## config.mk

```make
export PLATFORM = sky130hd
export DESIGN_NAME = caller_id_fsk_frame_receiver_top
export DESIGN_NICKNAME = d
export VERILOG_FILES = /design/src/rtl/core/cidfsk_pkg.sv /design/src/rtl/core/cidfsk_parser.sv /design/src/rtl/core/caller_id_fsk_frame_receiver_top.sv
export SDC_FILE = /design/constraint.sdc
export NUM_CORES = 1
export LEC_CHECK = 0
export ABC_AREA = 1
export ABC_CLOCK_PERIOD_IN_PS = 2290
export BUFFER_PORTS_ARGS = -buffer_cell sky130_fd_sc_hd__buf_2
export CELL_PAD_IN_SITES_DETAIL_PLACEMENT = 1
export CELL_PAD_IN_SITES_GLOBAL_PLACEMENT = 1
export CORE_ASPECT_RATIO = 0.75
export CORE_MARGIN = 2
export CORE_UTILIZATION = 40
export CTS_BUF_LIST = sky130_fd_sc_hd__clkbuf_16
export DETAILED_ROUTE_END_ITERATION = 6
export HOLD_SLACK_MARGIN = 0.12
export MAX_ROUTING_LAYER = met4
export PLACE_DENSITY_LB_ADDON = 0.1
export SYNTH_ARGS = -nofsm -noshare
export SYNTH_HDL_FRONTEND = slang
export SYNTH_SLANG_ARGS = --single-unit
export TNS_END_PERCENT = 5
```

## constraint.sdc

```tcl
create_clock -name clk -period 2.29 [get_ports clk]
set_input_delay 0.687 -clock clk [delete_from_list [all_inputs] [get_ports clk]]
set_output_delay 0.687 -clock clk [all_outputs]
set_load 0.01 [all_outputs]
```

## src/rtl/core/cidfsk_pkg.sv

```systemverilog
// ----------------------------------------------------------------------------
// cidfsk_pkg
// Shared constants and types of the caller id fsk frame receiver.
// ----------------------------------------------------------------------------
package cidfsk_pkg;

	localparam int BUF_DEPTH_DEF = 256;

	localparam int STATUS_W = 16;
	localparam int BYTE_W = 8;
	localparam int RUN_W = 4;
	localparam int PHASE_W = 2;

	localparam int FSK_READY_BIT = 6;

	localparam logic [BYTE_W-1:0] PREAMBLE_BYTE = 8'h55;
	localparam logic [BYTE_W-1:0] TYPE_A = 8'h02;
	localparam logic [BYTE_W-1:0] TYPE_B = 8'h04;
	localparam logic [BYTE_W-1:0] SHORT_LIMIT = 8'h10;
	localparam logic [BYTE_W-1:0] ASCII_ZERO = 8'h30;

	localparam logic [RUN_W-1:0] PREAMBLE_NEEDED_RST = 4'd3;

	localparam logic [PHASE_W-1:0] PHASE_PREAMBLE = 2'd0;
	localparam logic [PHASE_W-1:0] PHASE_TYPE = 2'd1;
	localparam logic [PHASE_W-1:0] PHASE_LENGTH = 2'd2;
	localparam logic [PHASE_W-1:0] PHASE_DIGITS = 2'd3;

	typedef struct packed {
		logic digit_valid;
		logic [BYTE_W-1:0] digit_value;
		logic [BYTE_W-1:0] digit_index;
		logic message_done;
		logic call_received;
		logic [PHASE_W-1:0] frame_phase;
	} result_t;

endpackage

```

## src/rtl/core/cidfsk_parser.sv

```systemverilog
// ----------------------------------------------------------------------------
// cidfsk_parser
// Frame state machine: preamble, type, length and digit phases, with the
// result of each beat held in a register.
// ----------------------------------------------------------------------------
module cidfsk_parser
	import cidfsk_pkg::*;
#(
	parameter int BUF_DEPTH = BUF_DEPTH_DEF
) (
	input  logic clk,
	input  logic arst_n,
	input  logic step,
	input  logic [STATUS_W-1:0] status_word,
	input  logic [BYTE_W-1:0] rx_byte,
	input  logic [RUN_W-1:0] preamble_needed,
	output result_t result
);

	localparam int LEN_W = $clog2(BUF_DEPTH + 1);

	typedef enum logic [PHASE_W-1:0] {
		ST_PREAMBLE = PHASE_PREAMBLE,
		ST_TYPE = PHASE_TYPE,
		ST_LENGTH = PHASE_LENGTH,
		ST_DIGITS = PHASE_DIGITS
	} phase_t;

	phase_t phase_q, phase_d;
	logic [RUN_W-1:0] run_q, run_d, run_inc;
	logic [LEN_W-1:0] length_q, length_d;
	logic [LEN_W-1:0] taken_q, taken_d;
	logic [LEN_W+BYTE_W-1:0] taken_ext;
	logic received_q, received_d;
	result_t result_d, result_q;

	assign run_inc = run_q + 1'b1;
	assign taken_ext = {{BYTE_W{1'b0}}, taken_q};

	always_comb begin
		phase_d = phase_q;
		run_d = run_q;
		length_d = length_q;
		taken_d = taken_q;
		received_d = received_q;
		result_d = '0;
		if (status_word[FSK_READY_BIT]) begin
			unique case (phase_q)
				ST_PREAMBLE: begin
					if (rx_byte == PREAMBLE_BYTE) begin
						if (run_inc >= preamble_needed) begin
							run_d = '0;
							phase_d = ST_TYPE;
						end else begin
							run_d = run_inc;
						end
					end else begin
						run_d = '0;
					end
				end
				ST_TYPE: begin
					if (rx_byte == TYPE_A || rx_byte == TYPE_B) begin
						phase_d = ST_LENGTH;
					end
				end
				ST_LENGTH: begin
					if (rx_byte < SHORT_LIMIT) begin
						length_d = {{(LEN_W-4){1'b0}}, rx_byte[3:0]};
					end else begin
						length_d = LEN_W'(BUF_DEPTH);
					end
					taken_d = '0;
					phase_d = ST_DIGITS;
				end
				ST_DIGITS: begin
					if (taken_q < length_q) begin
						result_d.digit_valid = 1'b1;
						result_d.digit_value = rx_byte - ASCII_ZERO;
						result_d.digit_index = taken_ext[BYTE_W-1:0];
						taken_d = taken_q + 1'b1;
					end else begin
						received_d = 1'b1;
						result_d.message_done = 1'b1;
						phase_d = ST_PREAMBLE;
					end
				end
			endcase
		end
		result_d.call_received = received_d;
		result_d.frame_phase = phase_d;
	end

	always_ff @(posedge clk or negedge arst_n) begin
		if (!arst_n) begin
			phase_q <= ST_PREAMBLE;
			run_q <= '0;
			length_q <= '0;
			taken_q <= '0;
			received_q <= 1'b0;
			result_q <= '0;
		end else if (step) begin
			phase_q <= phase_d;
			run_q <= run_d;
			length_q <= length_d;
			taken_q <= taken_d;
			received_q <= received_d;
			result_q <= result_d;
		end
	end

	assign result = result_q;

endmodule

```

## src/rtl/core/caller_id_fsk_frame_receiver_top.sv

```systemverilog
// ----------------------------------------------------------------------------
// caller_id_fsk_frame_receiver_top
// Caller id fsk frame receiver: one status word and byte in, one result out.
// the result beat is registered and is shown in the cycle after its input beat is taken
// throughput: one beat per cycle, set by the single result register
// a new beat is taken whenever the result register is empty or being drained
// reset clears frame state, the received flag and the result register;
// preamble_needed returns to 3
// ----------------------------------------------------------------------------
module caller_id_fsk_frame_receiver_top
	import cidfsk_pkg::*;
#(
	parameter int BUF_DEPTH = BUF_DEPTH_DEF
) (
	input  logic clk,
	input  logic arst_n,
	input  logic cfg_wr_en,
	input  logic [RUN_W-1:0] cfg_wr_data,
	input  logic in_valid,
	output logic in_ready,
	input  logic [STATUS_W-1:0] status_word,
	input  logic [BYTE_W-1:0] rx_byte,
	output logic out_valid,
	input  logic out_ready,
	output logic digit_valid,
	output logic [BYTE_W-1:0] digit_value,
	output logic [BYTE_W-1:0] digit_index,
	output logic message_done,
	output logic call_received,
	output logic [PHASE_W-1:0] frame_phase
);

	logic [RUN_W-1:0] preamble_needed_q;
	logic out_valid_q;
	logic accept;
	result_t result;

	assign in_ready = !out_valid_q || out_ready;
	assign accept = in_valid && in_ready;

	always_ff @(posedge clk or negedge arst_n) begin
		if (!arst_n) begin
			preamble_needed_q <= PREAMBLE_NEEDED_RST;
			out_valid_q <= 1'b0;
		end else begin
			if (cfg_wr_en) begin
				preamble_needed_q <= cfg_wr_data;
			end
			if (accept) begin
				out_valid_q <= 1'b1;
			end else if (out_ready) begin
				out_valid_q <= 1'b0;
			end
		end
	end

	cidfsk_parser #(
		.BUF_DEPTH(BUF_DEPTH)
	) u_parser (
		.clk(clk),
		.arst_n(arst_n),
		.step(accept),
		.status_word(status_word),
		.rx_byte(rx_byte),
		.preamble_needed(preamble_needed_q),
		.result(result)
	);

	assign out_valid = out_valid_q;
	assign digit_valid = result.digit_valid;
	assign digit_value = result.digit_value;
	assign digit_index = result.digit_index;
	assign message_done = result.message_done;
	assign call_received = result.call_received;
	assign frame_phase = result.frame_phase;

endmodule

```

## Word-level counts from Yosys, hierarchy flattened

Cells that the tools add are included.

| storage, ports and cells | value |
|---|---|
| register bits | 48 |
| output and inout port bits | 23 |
| word-level logic and storage cells | 61 |

| cells by class | value |
|---|---|
| $add $sub $neg | 3 |
| magnitude comparators | 3 |
| equality and inequality tests | 11 |
| muxes and demuxes | 20 |
| bitwise gates (word level) | 1 |
| reductions and logical operators | 12 |

Operators by type and width:

| cell | number |
|---|---|
| 18-bit 2-to-1 mux | 2 |
| 9-bit 2-to-1 mux | 2 |
| 9-bit case mux with 2 select lines | 1 |
| 17-bit 2-to-1 mux | 1 |
| 2-bit 2-to-1 mux | 5 |
| 9-bit by 1-bit adder with 9-bit output, second input constant | 1 |
| 9-bit < comparator | 1 |
| 8-bit by 2-bit equality test with 1-bit output, second input constant | 1 |
| 8-bit by 3-bit equality test with 1-bit output, second input constant | 1 |
| 8-bit by 7-bit equality test with 1-bit output, second input constant | 1 |
| 8-bit by 5-bit < comparator with 1-bit output, second input constant | 1 |
| 4-bit 2-to-1 mux | 2 |
| 2-bit by 1-bit != test with 1-bit output, second input constant | 4 |
| 2-bit case mux with 4 select lines | 1 |
| 4-bit AND reduction | 2 |
| 8-bit by 6-bit subtractor with 8-bit output, second input constant | 1 |
| 1-bit 2-to-1 mux | 6 |
| 3-bit AND reduction | 2 |
| 6-bit AND reduction | 1 |
| 4-bit by 1-bit adder with 4-bit output, second input constant | 1 |
| 2-bit equality test, second input constant | 2 |
| 4-bit greater-or-equal comparator | 1 |
| 2-bit nonzero test | 2 |
| 2-bit by 1-bit equality test with 1-bit output, second input constant | 1 |
| 6 further kinds | 7 |

## Depth between registers and ports, before layout

| logic depth | value |
|---|---|
| word-level depth | 6 |
| gate-level depth with buffers | 12 |

## Hierarchy

From an unflattened synthesis, not the netlist that was laid out.

| unflattened totals | value |
|---|---|
| cell total of the unflattened synthesis | 309 |
| area total of the unflattened synthesis | 2582.5 sq um |

Modules (own cells, without submodules):

| module | times used | cells each | area an instance (sq um) | seq. area each (sq um) |
|---|---|---|---|---|
| cidfsk_parser | 1 | 287 | 2384.8 | 975.9 |
| caller_id_fsk_frame_receiver_top | 1 | 22 | 197.7 | 127.6 |

## Worst setup path before layout

No wires, ideal clock.

| path | value |
|---|---|
| path type | reg2reg |
| start | register u_parser.run_q[0] |
| end | register u_parser.result_q, in the netlist u_parser.result[0] |
| setup time | 0.117 ns |
| arrival time | 1.590 ns |
| required time | 2.173 ns |
| slack | 0.583 ns |
| stages on the path, launching flop included | 13 |
| path buffers | 0 |
| period minus slack after synthesis | 1.707 ns |
| cell sequence | dfrtp_1 ha_1 xor2_1 ha_1 nand2_1 inv_1 nand3_1 nand3_1 nand2_1 nand2_1 nand3_1 nand2_1 nand2_1 |

| between the ends | value |
|---|---|
| longest elaborated chain between the ends | 4 |

Ends and longest elaborated chain:

| what | line | text |
|---|---|---|
| start: declaration | cidfsk_parser.sv:30 | `logic [RUN_W-1:0] run_q, run_d, run_inc;` |
| start signal: assignment | cidfsk_parser.sv:103 | `run_q <= run_d;` |
| 4-bit by 1-bit adder with 4-bit output | cidfsk_parser.sv:37 | `assign run_inc = run_q + 1'b1;` |
| 4-bit greater-or-equal comparator | cidfsk_parser.sv:51 | `if (run_inc >= preamble_needed) begin` |
| 2-bit by 1-bit != test with 1-bit output (no source line) | - |  |
| 6-bit AND reduction (no source line) | - |  |
| end signal: assignment | cidfsk_parser.sv:107 | `result_q <= result_d;` |
| end: declaration | cidfsk_parser.sv:35 | `result_t result_d, result_q;` |

No other way between the ends.
A chain may end at the register's enable or synchronous reset.

## Worst setup path in the final report

| path | value |
|---|---|
| start | register u_parser.taken_q[2] |
| end | register u_parser.taken_q[8] |

| between the ends | value |
|---|---|
| longest elaborated chain between the ends | 3 |
| elaborated cells between the ends (all ways) | 6 |

Ends and longest elaborated chain:

| what | line | text |
|---|---|---|
| start: declaration | cidfsk_parser.sv:32 | `logic [LEN_W-1:0] taken_q, taken_d;` |
| start signal: assignment | cidfsk_parser.sv:105 | `taken_q <= taken_d;` |
| 9-bit by 1-bit adder with 9-bit output / 9-bit < comparator (equally long branches) | cidfsk_parser.sv:80, cidfsk_parser.sv:76 |  |
| 9-bit 2-to-1 mux / 2-bit by 1-bit != test with 1-bit output (equally long branches) | - |  |
| 9-bit case mux with 2 select lines / 4-bit AND reduction (equally long branches) | - |  |

Parallel ways exist; a longest one is shown, timed or not. The select of a mux whose other input is x is not followed.

==> results.yml <==
global_routing:
  grt_max_degree: 45
  grt_pass1_vias: 1892
  grt_first_pass_wirelength_um: 9330
  grt_overflow_total: 0
  grt_usage_pct: 18.8
  antenna_found_initial: 0
setup_path:
  r2r_slack_ns: 0.30
  worstSetupPathType: "flip-flop to flip-flop"
  ff2ff_path_depth: 10
  startpoint_type: "flip-flop"
  critPathMaxFanout: 13
  rr_endpoint: "u_parser.taken_q[8]"
  cp.required_ns: 2.47
  worstSetupEndpointType: "flip-flop"
  worstPathArrival_ns: 2.16
  timing.rr.start: "u_parser.taken_q[2]"
die:
  fp-row-count: 24
  die_width_um: 94.2
  die_area_um2: 6750
  die_h_um: 71.7
  ios: 56
  start_util_pct: 41.7
  coreArea_um2: 5860
sta:
  fin_skew_ns: 0.00410
  setup_slack_ns: 0.303
  slew_viol_final: 0
  finalSetupViolations: 0
  relSlewSlack_pct: 62.1
  rsz0062_at_grt: "no"
  fin_crit_sh_pct: 86.7
  min_period_ns: 1.99
  tns_ns: 0
  final_hold_viol_count: 0
  fmax_mhz: 503
  worstMarginPinSlew_ns: 0.569
detailed_routing:
  dr.pass1.iters: 4
  drc: 0
  drt_iter0_drc: 59
  viasPerCell: 4.78
  wl_per_cell_um: 13.8
  wl_um: 5540
  vias: 1923
  ant_nets: 0
cells_and_area:
  area_delta_synth_final_pct: 17.7
  layout_commonest_cell: "nand2_1"
  final_cell_mix: "nand2_1 (71), dfrtp_1 (42), buf_2 (40)"
  nets: 375
  drive_gt1_share_pct: 27.8
  antenna_cells: 0
  stdcell_area_um2: 2870
pwr:
  switching_share_pct: 33.3
  p_comb_share_pct: 26.0
  ir_worst_vdd_mv: 0.301
  internal_power_mw: 1.50
  p_seq_share_pct: 43.2
  power_leakage_nw: 1.53
  power_density_nw_per_um2: 782
  clockPowerShare_pct: 30.8
  power.switching_uw: 749
place:
  place_hpwl_um: 4190
  dpl-instance-area_um2: 2740
  pre_cts_ws_ns: 0.245
  io_buffers: 40
  gp_congestion: 0.738
yosys:
  yosysUniqueCellTypes: 29
  postSynthCellCount: 276
  synth_top_area_share_pct: 43.0
  synth_area_um2: 2440
  syn_nets: 328
  synth_top_cell_by_area: "dfrtp_1"
  ys_warn_count: 0
  syn_avg_cell_area_um2: 8.85
  synth-edff-count: 0
  synth-async-reset-ratio_pct: 100
  yosysSeqAreaShare_pct: 45.2
  synth.area.top_cells: "dfrtp_1 (43%), nand2_1 (11%), ha_1 (9.7%), o21ai_2 (6.5%), inv_1 (5.4%)"
  synth_seq_cells: 44
  synth_ff_type: "dfrtp_1"
run:
  drv_cap: 0
clocking:
  htree_levels: 2
  clk_latency_ns: 0.29
  postCtsSetupBuffers: 0
  clock_path_buffers: 2
  cts.sink_count: 44
  holdBufCountCts: 0
  cts_tree: "done"
  cts.repair.resized: 0
  root_buffer: "clkbuf_16"
  clkTransAtPathRegs_ns: 0.06
  cts_made_buffers: 5
run_status:
  status: "completed"
min_path:
  worstHoldEndpoint: "u_parser.result[2]"
  whs_path_depth: 2
  hold_class: "flip-flop to flip-flop"
  min_from: "u_parser.result[2]"
[metal layers]
metal	routed length, µm	global-route usage [%]	vias to the layer above
li1	-	-	980
met1	2900	27.3	902
met2	2330	25.9	33
met4	76	6.44	0
met3	232	4.21	8
met5	0	-	-
[power groups by stage]
stage          Sequential [mW]  Clock [mW]  Combinational (mW)
2_1_floorplan            0.965           0               0.432
3_3_place_gp             0.980           0               0.570
3_5_place_dp             0.984           0               0.589
4_1_cts                  0.970       0.716               0.595
5_1_grt                  0.982       0.750               0.675
6_report                 0.970       0.693               0.585
[worst max path at each step]
| stage | start | slack, ns | to |
|---|---|---|---|
| after floorplan | u_parser.run_q[0] | 0.58 | u_parser.result[0] |
| after global placement | out_ready | 0.28 | u_parser.taken_q[8] |
| after detailed placement | out_ready | 0.24 | u_parser.taken_q[8] |
| after CTS | u_parser.taken_q[2] | 0.28 | u_parser.taken_q[8] |
| after global routing | u_parser.run_q[0] | 0.12 | u_parser.run_q[3] |
| final | u_parser.taken_q[2] | 0.30 | u_parser.taken_q[8] |
[per-stage QoR]
step | util, % | cells | hold WS [ns] | total power [mW]
global placement | 46.7 | 394 | 0.448 | 1.55
CTS | 49.1 | 402 | 0.479 | 2.28
floorplan | - | 276 | 0.391 | 1.40
detailed placement | 46.7 | 394 | 0.463 | 1.57
finish | 49.1 | 402 | 0.475 | 2.25
global route | 49.1 | 402 | 0.499 | 2.41
[synth_stat cells (2+ instances only)]
cell and n:
nand3_2 2, dfstp_2 2, a21oi_1 4, nor2_1 13
o21ai_2 18, nand2_2 3, o21ai_0 8, xor2_1 9
buf_6 3, inv_2 5, nand2_1 71, nand3_1 17
nand4_1 4, o22ai_1 3, inv_1 35, o21ai_1 4
nor2_2 4, dfrtp_1 42, ha_1 19
[area by class of cell]
cell class	instances	area, µm²
fill	725	2980
clock buffer	5	125
sequential	44	1100
multi-input combinational	187	1150
tap	78	97.6
inverter	40	150
clock inverter	3	13.8
timing repair buffer	45	238
[critical path: stages (launching register included)]
cell     delay (ns)
dfrtp_1        0.45
ha_1           0.34
nand2_1        0.07
nand2_1        0.06
nand2_1        0.07
nand2_1        0.06
nand2_1        0.14
nand4_4        0.24
buf_4          0.30
nand3_1        0.09
nand2_1        0.06
[logic make-up (layout without fill, tap and decap cells)]
logic type / Yosys count / count (layout) / synth area share (%)
AO/OA/AOI/OAI: 39 / 39 / 11.5
XOR/XNOR: 10 / 10 / 3.59
adder cells (fa/ha/maj): 19 / 19 / 9.73
buffers and inverters: 45 / 93 / 7.89
flip-flops: 44 / 44 / 45.2
multiplexers: 1 / 1 / 0.461
AND/OR/NAND/NOR: 118 / 118 / 21.7
[registers in the layout, indices dropped and copies added (netlist names)]
signal             flops
out_valid              1
preamble_needed_q      4
u_parser.length_q      5
u_parser.result       21
u_parser.run_q         4
u_parser.taken_q       9
Power figures use the tool's default switching activity.
